### src/oets_pkg.sv
package oets_pkg;

    // store geometry and word width
    localparam int MAX_ELEMENTS = 64;
    localparam int VALUE_WIDTH  = 32;
    localparam int CNT_W        = $clog2(MAX_ELEMENTS + 1);

    typedef logic signed [VALUE_WIDTH-1:0] value_t;
    typedef logic [CNT_W-1:0]              count_t;

    // controller states
    typedef enum logic [1:0] {
        ST_LOAD,
        ST_SORT_ODD,
        ST_SORT_EVEN,
        ST_EMIT
    } state_t;

    // controller to datapath
    typedef struct packed {
        logic load;       // take one input word
        logic sort;       // run one compare-exchange phase
        logic odd_phase;  // 1: pairs (1,2),(3,4)..  0: pairs (0,1),(2,3)..
        logic shift_out;  // output word taken, advance the list
    } cmd_t;

    // datapath to controller
    typedef struct packed {
        logic swapped;    // current phase exchanged at least one pair
        logic last_word;  // one element left in the list
    } status_t;

endpackage

### src/oets_ctrl.sv
module oets_ctrl (
    input  logic                clk,
    input  logic                rst_n,
    input  logic                s_tvalid,
    input  logic                s_tlast,
    output logic                s_tready,
    output logic                m_tvalid,
    input  logic                m_tready,
    output oets_pkg::cmd_t      cmd,
    input  oets_pkg::status_t   status
);

    oets_pkg::state_t state_reg, state_next;
    logic             swap_reg, swap_next;   // odd phase of this round swapped

    always_ff @(posedge clk or negedge rst_n)
    begin
        if (!rst_n)
        begin
            state_reg <= oets_pkg::ST_LOAD;
            swap_reg  <= 1'b0;
        end
        else
        begin
            state_reg <= state_next;
            swap_reg  <= swap_next;
        end
    end

    // next state and commands
    always_comb
    begin
        state_next = state_reg;
        swap_next  = swap_reg;
        cmd        = '0;
        s_tready   = 1'b0;
        m_tvalid   = 1'b0;
        unique case (state_reg)
            oets_pkg::ST_LOAD:
            begin
                s_tready = 1'b1;
                if (s_tvalid)
                begin
                    cmd.load = 1'b1;
                    if (s_tlast)
                    begin
                        state_next = oets_pkg::ST_SORT_ODD;
                    end
                end
            end
            oets_pkg::ST_SORT_ODD:
            begin
                cmd.sort      = 1'b1;
                cmd.odd_phase = 1'b1;
                swap_next     = status.swapped;
                state_next    = oets_pkg::ST_SORT_EVEN;
            end
            oets_pkg::ST_SORT_EVEN:
            begin
                cmd.sort = 1'b1;
                // a round without any exchange ends the sort
                if (swap_reg || status.swapped)
                begin
                    state_next = oets_pkg::ST_SORT_ODD;
                end
                else
                begin
                    state_next = oets_pkg::ST_EMIT;
                end
            end
            oets_pkg::ST_EMIT:
            begin
                m_tvalid = 1'b1;
                if (m_tready)
                begin
                    cmd.shift_out = 1'b1;
                    if (status.last_word)
                    begin
                        state_next = oets_pkg::ST_LOAD;
                    end
                end
            end
            default:
            begin
                state_next = oets_pkg::ST_LOAD;
            end
        endcase
    end

`ifndef SYNTHESIS
    a_one_side: assert property (@(posedge clk) disable iff (!rst_n)
        !(s_tready && m_tvalid))
        else $error("input and output open together");

    a_last_to_sort: assert property (@(posedge clk) disable iff (!rst_n)
        (s_tvalid && s_tready && s_tlast) |=> (state_reg == oets_pkg::ST_SORT_ODD))
        else $error("closing word did not start the sort");

    a_emit_done: assert property (@(posedge clk) disable iff (!rst_n)
        (m_tvalid && m_tready && status.last_word) |=> s_tready)
        else $error("list end did not reopen input");
`endif

endmodule

### config.mk
export PLATFORM = sky130hd
export DESIGN_NAME = oets_ctrl
export DESIGN_NICKNAME = d
export VERILOG_FILES = /design/src/oets_pkg.sv /design/src/oets_ctrl.sv
export SDC_FILE = /design/constraint.sdc
export NUM_CORES = 1
export LEC_CHECK = 0
export BUFFER_PORTS_ARGS = -buffer_cell sky130_fd_sc_hd__buf_2
export CAP_MARGIN = 20
export CORE_AREA = 2 2 39 41
export CTS_CLUSTER_DIAMETER = 60
export CTS_CLUSTER_SIZE = 24
export DETAILED_ROUTE_END_ITERATION = 7
export DIE_AREA = 0 0 41 43
export MAX_ROUTING_LAYER = met4
export PLACE_DENSITY = 0.47
export SLEW_MARGIN = 20
export SYNTH_ARGS = -nofsm -noshare
export SYNTH_HDL_FRONTEND = slang
export SYNTH_SLANG_ARGS = --single-unit
### constraint.sdc
create_clock -name clk -period 1.38 [get_ports clk]
set_clock_uncertainty 0.1 [all_clocks]
set_input_delay 0.345 -clock clk [delete_from_list [all_inputs] [get_ports clk]]
set_output_delay 0.345 -clock clk [all_outputs]
set_load 0.03 [all_outputs]
After elaboration in Yosys (flattened, before gate mapping). Cells that the tools add are included. Widths: inputs -> output; s select.

Output and inout bits: 6. Logic and storage cells: 27. Register bits: 3. Bits of input ports: 7.

Multiplexer cells: 14. Eq/ne operators: 7. Reduce and logical (&&, ||, !) cells: 4.

Operators with widths (count): $mux 2 (5); $mux 1 (8); $ne 2x2->1 const B (4); $pmux 2 s4 (1); $eq 2x2->1 const B (2); $reduce_and 4->1 (1); $eq 2x1->1 const B (1); $logic_not 2->1 (1); $reduce_or 2->1 (1); $logic_or 1x1->1 (1).

Logic depth before layout (Yosys ltp). Gate-level depths: netlist of the first run.

Depth after elaboration: 3. Gate-level depth with buffers: 5. Depth with buffers taken out: 5.

Worst setup path before layout of the first run. OpenSTA, ideal clock, no wires.

Path kind: register to output. Start: register state_reg[0]. End: output port cmd[3] (netlist bit). Cell stages (with the launch flop): 4. Required time: 0.935 ns. Slack: -0.295 ns. Arrival: 1.230 ns. Path buffers: 0. Cell sequence: dfrtp_1 -> inv_1 -> ha_1 -> and2_1.

RTL lines: start, declared (RTL line oets_ctrl.sv:13) `oets_pkg::state_t state_reg, state_next;`; start signal, assigned (RTL line oets_ctrl.sv:20) `state_reg <= oets_pkg::ST_LOAD;`; start signal, assigned (RTL line oets_ctrl.sv:25) `state_reg <= state_next;`; end, declared (RTL line oets_ctrl.sv:9) `output oets_pkg::cmd_t cmd,`.

Final worst setup path of the first run.
Start: register state_reg[0]. End: register state_reg[1].

Longest elaborated chain between the ends: 3. Elaborated cells between the ends (all ways): 10. Those cells by class: eq/ne (7); mux (1); reduce/logical (2).

RTL lines: $eq 2x2->1 or $logic_not 2->1 (tied branches) (RTL line oets_ctrl.sv:38) `unique case (state_reg)`; $ne 2x2->1 (no source line); $reduce_and 4->1 (no source line).

Several ways; a longest one is shown, not always the timed one. A chain may end at the register's enable or synchronous reset.

==> results of run 1 <==
==> cell families (layout without fill, tap and decap cells) <==
kind of cell | after synthesis | count (layout)
AND/OR/NAND/NOR | 7 | 7
adder cells (fa/ha/maj) | 5 | 5
AO/OA/AOI/OAI | 4 | 4
flip-flops | 3 | 3
buffers and inverters | 2 | 31
multiplexers | 1 | 1
==> critical path, delay by kind of cell, from the launching register on <==
kind	cells	cell delay (ns)
compound gates	2	0.35
fa+ha+maj	1	0.17
buf+inv	1	0.07
flops	1	0.43
simple gates	1	0.42
==> final timing paths <==
kind | from | endpoint | slack [ns] | cells after the start
setup / recovery | state_reg[0]$_DFFE_PN0P_ | state_reg[1]$_DFFE_PN0P_ | -0.25 | 5
hold / removal | status[1] | swap_reg$_DFFE_PN0P_ | 0.29 | 2
setup reg to reg | state_reg[0]$_DFFE_PN0P_ | state_reg[1]$_DFFE_PN0P_ | -0.25 | 5
hold reg to reg | swap_reg$_DFFE_PN0P_ | swap_reg$_DFFE_PN0P_ | 0.47 | 1
max in group asynchronous | rst_n | state_reg[0]$_DFFE_PN0P_ | 0.73 | 2
min in group asynchronous | rst_n | state_reg[1]$_DFFE_PN0P_ | 0.33 | 2
==> layout make-up <==
class,count,area [um^2],share of cell area [%]
Timing Repair Buffer,25,195,32.4
Multi-Input combinational cell,17,273,45.3
Tap cell,16,20.0,3.33
Inverter,2,10.0,1.66
Clock buffer,4,26.3,4.37
Sequential cell,3,77.6,12.9
==> per-stage QoR <==
step                      instance area (um^2)  TNS (ns)  power, mW  hold slack, ns
after CTS                                  584     -1.71       1.50           0.278
after detailed placement                   398    -0.541      0.913          0.0463
final                                      602     -1.70       1.56           0.292
after global placement                     398    -0.486      0.888          0.0476
after global routing                       602     -1.96       1.64           0.290
after floorplan                            265    -0.345      0.699         -0.0506
==> power by group through the flow <==
stage / Combinational, mW / Clock [mW] / Sequential, mW
floorplan: 0.510 / 0 / 0.188
global placement: 0.694 / 0 / 0.193
detailed placement: 0.719 / 0 / 0.194
CTS: 1.12 / 0.166 / 0.208
global route: 1.26 / 0.167 / 0.218
finish: 1.18 / 0.157 / 0.214
==> cell usage in the layout, fill, tap and decap left out, drive strengths merged <==
cell type and instances:
nor4 1, and2 2, a21boi 1, mux2 1
dlygate4sd3 1, buf 24, o31ai 1, ha 5
dfrtp 3, nor2b 2, clkbuf 4, a21oi 1
inv 2, or3 1, nor3b 1, o41ai 1
==> layer usage <==
metal	wire length (um)	track usage (%)	up-vias
met4	9	6.00	0
met5	0	-	-
met2	542	22.2	8
met1	314	11.7	134
met3	36	4.71	2
li1	-	-	139
==> timing repair <==
action                                  in CTS  in global routing
setup buffers                                4                  1
pin swaps                                    4                  2
endpoints found under the setup margin       8                  8
gates resized for setup                     27                  2
hold buffers                                 1                  0
endpoints found under the hold margin        3                  0
==> results.txt, run 1 <==
----------------------------------------------------
[Logic synthesis]
  Post-Synth Simple-Gate Area ... 19.6%
  Share of the synthesized area in the top cell type ... 32.6%
  Cell area after synthesis ... 230 um^2
  Dominant combinational cell family by area after synthesis ... adder cells
  List of most frequent post-synthesis cells ... sky130_fd_sc_hd__ha_1, sky130_fd_sc_hd__dfrtp_1, sky130_fd_sc_hd__and2_1, sky130_fd_sc_hd__inv_1, sky130_fd_sc_hd__nor2b_1
  Mapped Cells ... 22
  Multiplexer fraction of the synthesized cell area ... under 10%
  Flip-flop cell with the highest count after synthesis ... sky130_fd_sc_hd__dfrtp_1
  Sequential fraction of the synthesis area ... about a third
  Synthesized netlist net count ... 34
  Number of warnings reported in the yosys synthesis log ... 0
  Synth Area in Adders ... 27.2%
  Async S/R FF share, synth ... 100%
  Average cell area after synthesis ... 10.5 um^2
  Count of unique library cells instantiated by Yosys ... 13
  Area share of xor/xnor cells in the synthesized design ... 0%
  Area fraction in compound gates after synthesis ... roughly an eighth
  Most repeated cell in the gate-level netlist after synthesis ... sky130_fd_sc_hd__ha_1
  Cell types occupying the most area after synthesis ... sky130_fd_sc_hd__dfrtp_1, sky130_fd_sc_hd__ha_1, sky130_fd_sc_hd__and2_1
  Post-synth top area cell ... sky130_fd_sc_hd__dfrtp_1
  Post-synth EDFFs ... 0
  Flop and latch count out of synthesis ... 3

[Worst setup path]
  Delay of the slowest cell on the worst path ... 0.43 ns
  Critical path capture point type ... flop
  Library cell contributing the largest single delay on the critical path ... sky130_fd_sc_hd__dfrtp_2
  Largest fanout on the critical path ... 4
  CP cell instances ... inv_4 > ha_4 > a21boi_2 > or3_4 > o31ai_4
  Kind of critical path ... reg2reg
  Required time of the critical path ... 1.42 ns
  Element type at the critical path start ... flop
  Arrival @ worst endpoint ... 1.67 ns

[Power]
  Share of power burned in combinational logic ... around 76%
  Clock share of power ... about a tenth
  VDD IR max ... 1.13 mV
  Cell-internal power ... 880 uW
  Leakage ... 0.267 nW
  Net switching power ... 676 uW
  Power density relative to cell area ... 2580 mW/mm^2
  Sw Ratio ... roughly 43%
  Fraction of power consumed by sequential logic ... 13.7%

[Final layout]
  Antenna cells ... 0
  Fraction of final layout cells sized beyond drive strength 1 ... 88.2%
  Area delta synth->final ... 161%
  Number of flip-flops under the largest register name ... 2
  Final cell count without fillers ... 67
  Utilization after layout ... 43.5%
  Fill cell instance count of the final layout ... 136
  Nets@finish ... 64

[Route]
  Number of nets with antenna violations after routing ... 0
  Pre-Repair DR Iteration Count ... 2
  Average routed wire per standard cell ... 13.5 um
  Total number of vias ... 283
  Average via count per standard cell ... between 4 and 5
  Initial drt markers ... 2
  Overall routed net length ... 903 um
  DRC violations left ... 0

[Clock tree]
  Clk slew on worst S/H paths ... 0.04 ns
  Total number of H-tree levels ... 1
  Worst skew pair latency ... about 0.23 ns
  Clock root buffer master ... sky130_fd_sc_hd__clkbuf_4
  Total CTS buffers ... 3
  # clock sinks ... 3
  Clock tree from TritonCTS ... built
  Number of buffers between clock root and the deepest sink ... 2

[Outcome]
  Outcome ... finished with violations
  Failing checks ... negative setup slack

[Placement]
  Worst slack at placement ... -0.210 ns
  Total of buffers placed on input and output ports ... 12
  Placed Cells incl. Taps ... 57
  Final weighted congestion in routability-driven placement ... 0.745
  Sum of net half-perimeters after detailed placement ... 473 um

[Global routing]
  Grt ovf ... 0
  GRT Util Overall ... 12.9%
  Number of antenna violations at the first check in global routing ... 0
  Vias in the first global route ... 303
  Pin count of the biggest net entering global routing ... 6
  Wire length of the first global-routing pass ... between 1000 and 1500 um

[Timing]
  Final setup violation count ... 8
  Worst Max-Slew Pin Slew ... 0.325 ns
  Count of final max-slew check failures ... 0
  Worst setup margin ... -0.254 ns
  Maximum clock rate ... around 610 MHz
  Max-Slew Margin vs Limit ... 78.2%
  Hold Violations, Final ... 0
  Shortest period the worst path allows ... 1.63 ns
  Final worst path period share ... 118%
  Unrepaired setup endpoints after global routing ... yes

[Floorplan]
  Die height ... 43 um
  Ports ... 13
  Die Outline Area ... 0.00176 mm^2
  Starting density of the core ... 16.6%
  Die Width ... about 41 um
  Rows ... 14
  Core area ... 0.00138 mm^2

[Worst hold path]
  Hold Crit Class ... in2reg

[Flow run]
  Count of maximum capacitance violations ... 0

----------------------------------------------------
Power figures use the tool's default switching activity.
==> inputs of run 2 (changes only) <==
==> constraint.sdc (replaced) <==
create_clock -name clk -period 1.35 [get_ports clk]
set_clock_uncertainty 0.1 [all_clocks]
set_input_delay 0.3375 -clock clk [delete_from_list [all_inputs] [get_ports clk]]
set_output_delay 0.3375 -clock clk [all_outputs]
set_load 0.03 [all_outputs]
==> results.txt, run 2 (same netlist as run 1, synthesis figures left out) <==
----------------------------------------------------
[Global routing]
  Met2 routing resource usage after global routing ... 15.3%
  Wire length of the first global-routing pass ... ~1100 um
  Most used routing layer ... met2
  Pin count of the biggest net entering global routing ... 6
  Vias in the first global route ... 260
  GRT Util Overall ... 9.48%
  Met3 Usage GRT ... 4.71%
  Met1 global-route usage ... 10.0%
  Grt ovf ... 0
  Number of antenna violations at the first check in global routing ... 0

[Worst setup path]
  Library cell contributing the largest single delay on the critical path ... sky130_fd_sc_hd__dfrtp_2
  Terminus of the critical flop-to-flop path ... state_reg[1]$_DFFE_PN0P_
  Arrival @ worst endpoint ... 1.18 ns
  Largest fanout on the critical path ... 4
  Crit path max-delay family ... flip-flops
  CP cell instances ... inv_2 > ha_4 > and2_4 > buf_6
  Required time of the critical path ... roughly 0.91 ns
  Depth of the worst register-to-register path ... 5
  FF-to-FF setup slack ... -0.21 ns
  Worst r2r src ... state_reg[0]$_DFFE_PN0P_
  Element type at the critical path start ... flop
  Kind of critical path ... reg2out
  Critical path capture point type ... primary output
  Crit path buf inv count ... 2
  Delay of the slowest cell on the worst path ... 0.44 ns

[Timing]
  Final worst path period share ... 120%
  Worst setup margin ... -0.267 ns
  Minimum hold slack ... 0.268 ns
  Count of final max-slew check failures ... 0
  Worst Max-Slew Pin Slew ... about 0.28 ns
  Final setup violation count ... 8
  Max-Slew Margin vs Limit ... approximately four fifths
  Hold Violations, Final ... 0
  Shortest period the worst path allows ... 1.62 ns
  Maximum clock rate ... approximately 600 MHz
  Unrepaired setup endpoints after global routing ... yes

[Floorplan]
  Die Outline Area ... 0.00176 mm^2
  Ports ... 13
  Die height ... ~43 um
  Starting density of the core ... between 10% and 20%
  Rows ... 14
  Core area ... between 0.001 and 0.0015 mm^2
  Die Width ... around 41 um

[Route]
  Total number of vias ... 245
  Pre-Repair DR Iteration Count ... 2
  Average routed wire per standard cell ... 10.9 um
  DRC violations left ... 0
  Average via count per standard cell ... about 4.0
  Overall routed net length ... 674 um
  Initial drt markers ... 1
  Number of nets with antenna violations after routing ... 0

[Power]
  Net switching power ... between 500 and 600 uW
  Share of power burned in combinational logic ... 74.4%
  VDD IR max ... 1.22 mV
  Clock share of power ... 11.0%
  Total power after layout ... 1.41 mW
  Leakage ... 0.240 nW
  Power density relative to cell area ... 2630 mW/mm^2
  Cell-internal power ... 815 uW
  Fraction of power consumed by sequential logic ... 14.6%
  Sw Ratio ... approximately 42%

[Clock tree]
  # clock sinks ... 3
  Clock tree from TritonCTS ... built
  Total number of H-tree levels ... 1
  Clock root buffer master ... sky130_fd_sc_hd__clkbuf_4
  Clk slew on worst S/H paths ... around 0.040 ns
  Number of buffers between clock root and the deepest sink ... 2
  Total CTS buffers ... 3
  Worst skew pair latency ... 0.23 ns

[Worst hold path]
  End point of the most critical hold path ... swap_reg$_DFFE_PN0P_
  Hold-critical path depth ... 2
  Hold Crit Class ... in2reg
  HP Start ... status[1]

[Outcome]
  Failing checks ... negative setup slack
  Outcome ... finished with violations

[Final layout]
  Area delta synth->final ... 133%
  Area occupied by multi-input gates ... approximately 250 um^2
  Fraction of final layout cells sized beyond drive strength 1 ... about nine tenths
  Utilization after layout ... 38.8%
  Register area ... around 78 um^2
  Antenna cells ... 0
  Most used cells in the layout excluding fill and tap cells ... sky130_fd_sc_hd__buf_2, sky130_fd_sc_hd__buf_4, sky130_fd_sc_hd__buf_6
  Nets@finish ... 59
  Number of flip-flops under the largest register name ... 2
  Fill cell instance count of the final layout ... 137
  Post-route cell area ... around 540 um^2

[Placement]
  Final weighted congestion in routability-driven placement ... 0.736
  Total of buffers placed on input and output ports ... 12
  Worst slack at placement ... -0.277 ns
  Sum of net half-perimeters after detailed placement ... around 500 um
  Placed Instance Area ... 383 um^2

[Flow run]
  Count of maximum capacitance violations ... 0

----------------------------------------------------
==> run 2: final cells by class <==
class	instances	area share, %
Multi-Input combinational cell	17	46.9
Timing Repair Buffer	20	28.7
Sequential cell	3	14.5
Clock buffer	4	4.90
Tap cell	16	3.73
Inverter	2	1.40
==> run 2: what timing repair did <==
action	4_1_cts	5_1_grt
hold endpoints to repair	3	0
pin swaps	2	2
hold buffers	1	0
gates resized for setup	22	4
setup buffers	2	0
endpoints found under the setup margin	9	9
==> run 2: worst max-delay path by stage <==
| stage | start | to | slack [ns] | depth (start not counted) |
|---|---|---|---|---|
| 3_5_place_dp | state_reg[0]$_DFFE_PN0P_ | state_reg[1]$_DFFE_PN0P_ | -0.28 | 4 |
| 5_1_grt | state_reg[1]$_DFFE_PN0P_ | cmd[3] | -0.32 | 4 |
| 2_1_floorplan | state_reg[0]$_DFFE_PN0P_ | state_reg[1]$_DFFE_PN0P_ | -0.18 | 5 |
| 3_3_place_gp | state_reg[0]$_DFFE_PN0P_ | state_reg[1]$_DFFE_PN0P_ | -0.21 | 4 |
| 4_1_cts | state_reg[1]$_DFFE_PN0P_ | cmd[3] | -0.28 | 4 |
| 6_report | state_reg[0]$_DFFE_PN0P_ | cmd[3] | -0.27 | 4 |
==> run 2: per-layer routing <==
metal	routed length [um]	share of wire, %
met1	275	41
met2	371	55
met3	28	4.2
met4	0	0
met5	0	0
==> run 2: power groups by stage <==
stage                     Clock (mW)  Combinational (mW)  Sequential [mW]
after floorplan                    0               0.522            0.193
after global placement             0               0.675            0.200
after detailed placement           0               0.708            0.203
after CTS                      0.162               0.991            0.206
after global routing           0.178                1.12            0.212
final                          0.155                1.05            0.206
==> run 2: worst reg2reg max path: cells and delay by family, from the launching register on <==
family / cells / cell delay [ns]
adder cells (fa/ha/maj): 1 / 0.17
flip-flops: 1 / 0.41
buffers and inverters: 1 / 0.08
AND/OR/NAND/NOR: 1 / 0.34
AO/OA/AOI/OAI: 2 / 0.35
==> run 2: per-stage QoR <==
step | TNS (ns) | cells
2_1_floorplan | -0.458 | 22
3_3_place_gp | -0.677 | 55
3_5_place_dp | -0.827 | 55
4_1_cts | -1.68 | 62
5_1_grt | -2.00 | 62
6_report | -1.57 | 62
==> inputs of run 3 (changes only) <==
==> constraint.sdc (replaced) <==
create_clock -name clk -period 1.35 [get_ports clk]
set_clock_uncertainty 0.1 [all_clocks]
set_input_delay 0.0675 -clock clk [delete_from_list [all_inputs] [get_ports clk]]
set_output_delay 0.0675 -clock clk [all_outputs]
set_load 0.03 [all_outputs]
==> results.txt, run 3 (same netlist as run 1, synthesis figures left out) <==
----------------------------------------------------
[Flow run]
  Count of maximum capacitance violations ... 0

[Global routing]
  Number of antenna violations at the first check in global routing ... 0
  Wire length of the first global-routing pass ... roughly 1100 um
  Grt ovf ... 0
  GRT Util Overall ... 10.4%
  Vias in the first global route ... 273
  Pin count of the biggest net entering global routing ... 6

[Worst setup path]
  Library cell contributing the largest single delay on the critical path ... sky130_fd_sc_hd__dfrtp_2
  Element type at the critical path start ... flop
  Critical path capture point type ... flop
  Largest fanout on the critical path ... 5
  Kind of critical path ... reg2reg
  Required time of the critical path ... 1.38 ns
  Delay of the slowest cell on the worst path ... 0.45 ns
  Crit path buf inv count ... 0
  Crit path max-delay family ... simple AND/OR/NAND/NOR gates
  Arrival @ worst endpoint ... between 1.5 and 2 ns
  CP cell instances ... ha_2 > nor2b_4 > or3_4 > o31ai_4

[Timing]
  Final setup violation count ... 3
  Max-Slew Margin vs Limit ... 71.2%
  Worst setup margin ... -0.219 ns
  Unrepaired setup endpoints after global routing ... yes
  Count of final max-slew check failures ... 0
  Maximum clock rate ... 637 MHz
  Shortest period the worst path allows ... 1.57 ns
  Hold Violations, Final ... 0
  Final worst path period share ... 116%
  Minimum hold slack ... between 0.05 and 0.06 ns
  Worst Max-Slew Pin Slew ... approximately 0.43 ns

[Clock tree]
  Total CTS buffers ... 3
  # clock sinks ... 3
  Clk slew on worst S/H paths ... 0.04 ns
  Worst skew pair latency ... about 0.23 ns
  Total number of H-tree levels ... 1
  Number of buffers between clock root and the deepest sink ... 2
  Clock tree from TritonCTS ... built
  Clock root buffer master ... sky130_fd_sc_hd__clkbuf_4

[Worst hold path]
  Hold Crit Class ... in2async

[Floorplan]
  Die Width ... 41 um
  Starting density of the core ... 16.6%
  Rows ... 14
  Core area ... 0.00138 mm^2
  Die Outline Area ... 0.00176 mm^2
  Die height ... 43 um
  Ports ... 13

[Final layout]
  Area occupied by multi-input gates ... 262 um^2
  Nets@finish ... 59
  Most used cells in the layout excluding fill and tap cells ... sky130_fd_sc_hd__buf_2, sky130_fd_sc_hd__buf_6, sky130_fd_sc_hd__buf_4
  Number of flip-flops under the largest register name ... 2
  Fill cell instance count of the final layout ... 150
  Antenna cells ... 0
  Fraction of final layout cells sized beyond drive strength 1 ... 82.6%
  Register area ... ~78 um^2
  Most frequent standard cell in the layout excluding fill and tap cells ... sky130_fd_sc_hd__buf_2
  Area delta synth->final ... 141%

[Route]
  Wire length on met2 ... 387 um
  Total number of vias ... 270
  Overall routed net length ... 722 um
  Average via count per standard cell ... between 4 and 5
  Number of nets with antenna violations after routing ... 0
  Top Metal Used ... met4
  Initial drt markers ... 0
  Met1 layer wirelength in the final routing ... about 270 um
  Metal3 WL ... 48 um
  Average routed wire per standard cell ... approximately 12 um
  DRC violations left ... 0
  Pre-Repair DR Iteration Count ... 1

[Outcome]
  Failing checks ... negative setup slack
  Outcome ... finished with violations

[Placement]
  Final weighted congestion in routability-driven placement ... 0.731
  Sum of net half-perimeters after detailed placement ... 464 um
  Total of buffers placed on input and output ports ... 12

[Power]
  Leakage ... between 0.2 and 0.25 nW
  VDD IR max ... 1.09 mV
  Total power after layout ... 1.42 mW
  Power density relative to cell area ... 2560 mW/mm^2

----------------------------------------------------
-- run 3: worst register-to-register path, cell delays in order, from the launching register on --
cell and delay (ns):
sky130_fd_sc_hd__dfrtp_2 0.45, sky130_fd_sc_hd__ha_2 0.20, sky130_fd_sc_hd__nor2b_4 0.14, sky130_fd_sc_hd__or3_4 0.39
sky130_fd_sc_hd__o31ai_4 0.19
-- run 3: layout make-up --
class                           count  share of cell area, %
Timing Repair Buffer               20                   28.8
Tap cell                           16                   3.60
Sequential cell                     3                   14.0
Multi-Input combinational cell     17                   47.1
Inverter                            2                   1.80
Clock buffer                        4                   4.73
-- run 3: report_power, final --
| part | internal (mW) | switching [mW] |
|---|---|---|
| combinational | 0.547 | 0.502 |
| clock | 0.111 | 0.0475 |
| sequential | 0.143 | 0.0698 |
| total | 0.800 | 0.620 |
-- run 3: stage by stage --
step	cells	setup TNS (ns)	utilization, %	setup WS [ns]	instance area (um^2)
6_report	62	-0.439	40.1	-0.219	556
3_5_place_dp	56	-0.471	28.1	-0.271	389
2_1_floorplan	22	-0.368	-	-0.185	264
5_1_grt	62	-0.558	40.1	-0.249	556
4_1_cts	62	-0.444	39.4	-0.198	546
3_3_place_gp	56	-0.346	28.1	-0.199	389
-- run 3: repair_timing --
| item | in CTS | in global routing |
|---|---|---|
| pin swaps | 4 | 2 |
| hold buffers | 2 | 0 |
| setup endpoints to repair | 8 | 7 |
| hold endpoints to repair | 4 | 0 |
| setup buffers | 1 | 0 |
| resized for setup | 25 | 4 |
-- run 3: layer usage --
layer / up-vias / global-route usage (%)
met1: 126 / 9.65
met3: 2 / 1.57
met4: 0 / 10.0
met5: - / -
met2: 14 / 16.6
li1: 128 / -
-- run 3: worst paths after layout --
check / from / to / slack [ns] / cells after the start
setup reg to reg: state_reg[1]$_DFFE_PN0P_ / state_reg[1]$_DFFE_PN0P_ / -0.22 / 4
hold / removal: rst_n / swap_reg$_DFFE_PN0P_ / 0.06 / 2
max in group asynchronous: rst_n / state_reg[1]$_DFFE_PN0P_ / 0.98 / 2
min in group clk: status[0] / state_reg[1]$_DFFE_PN0P_ / 0.20 / 4
hold reg to reg: swap_reg$_DFFE_PN0P_ / swap_reg$_DFFE_PN0P_ / 0.41 / 1
setup / recovery: state_reg[1]$_DFFE_PN0P_ / state_reg[1]$_DFFE_PN0P_ / -0.22 / 4
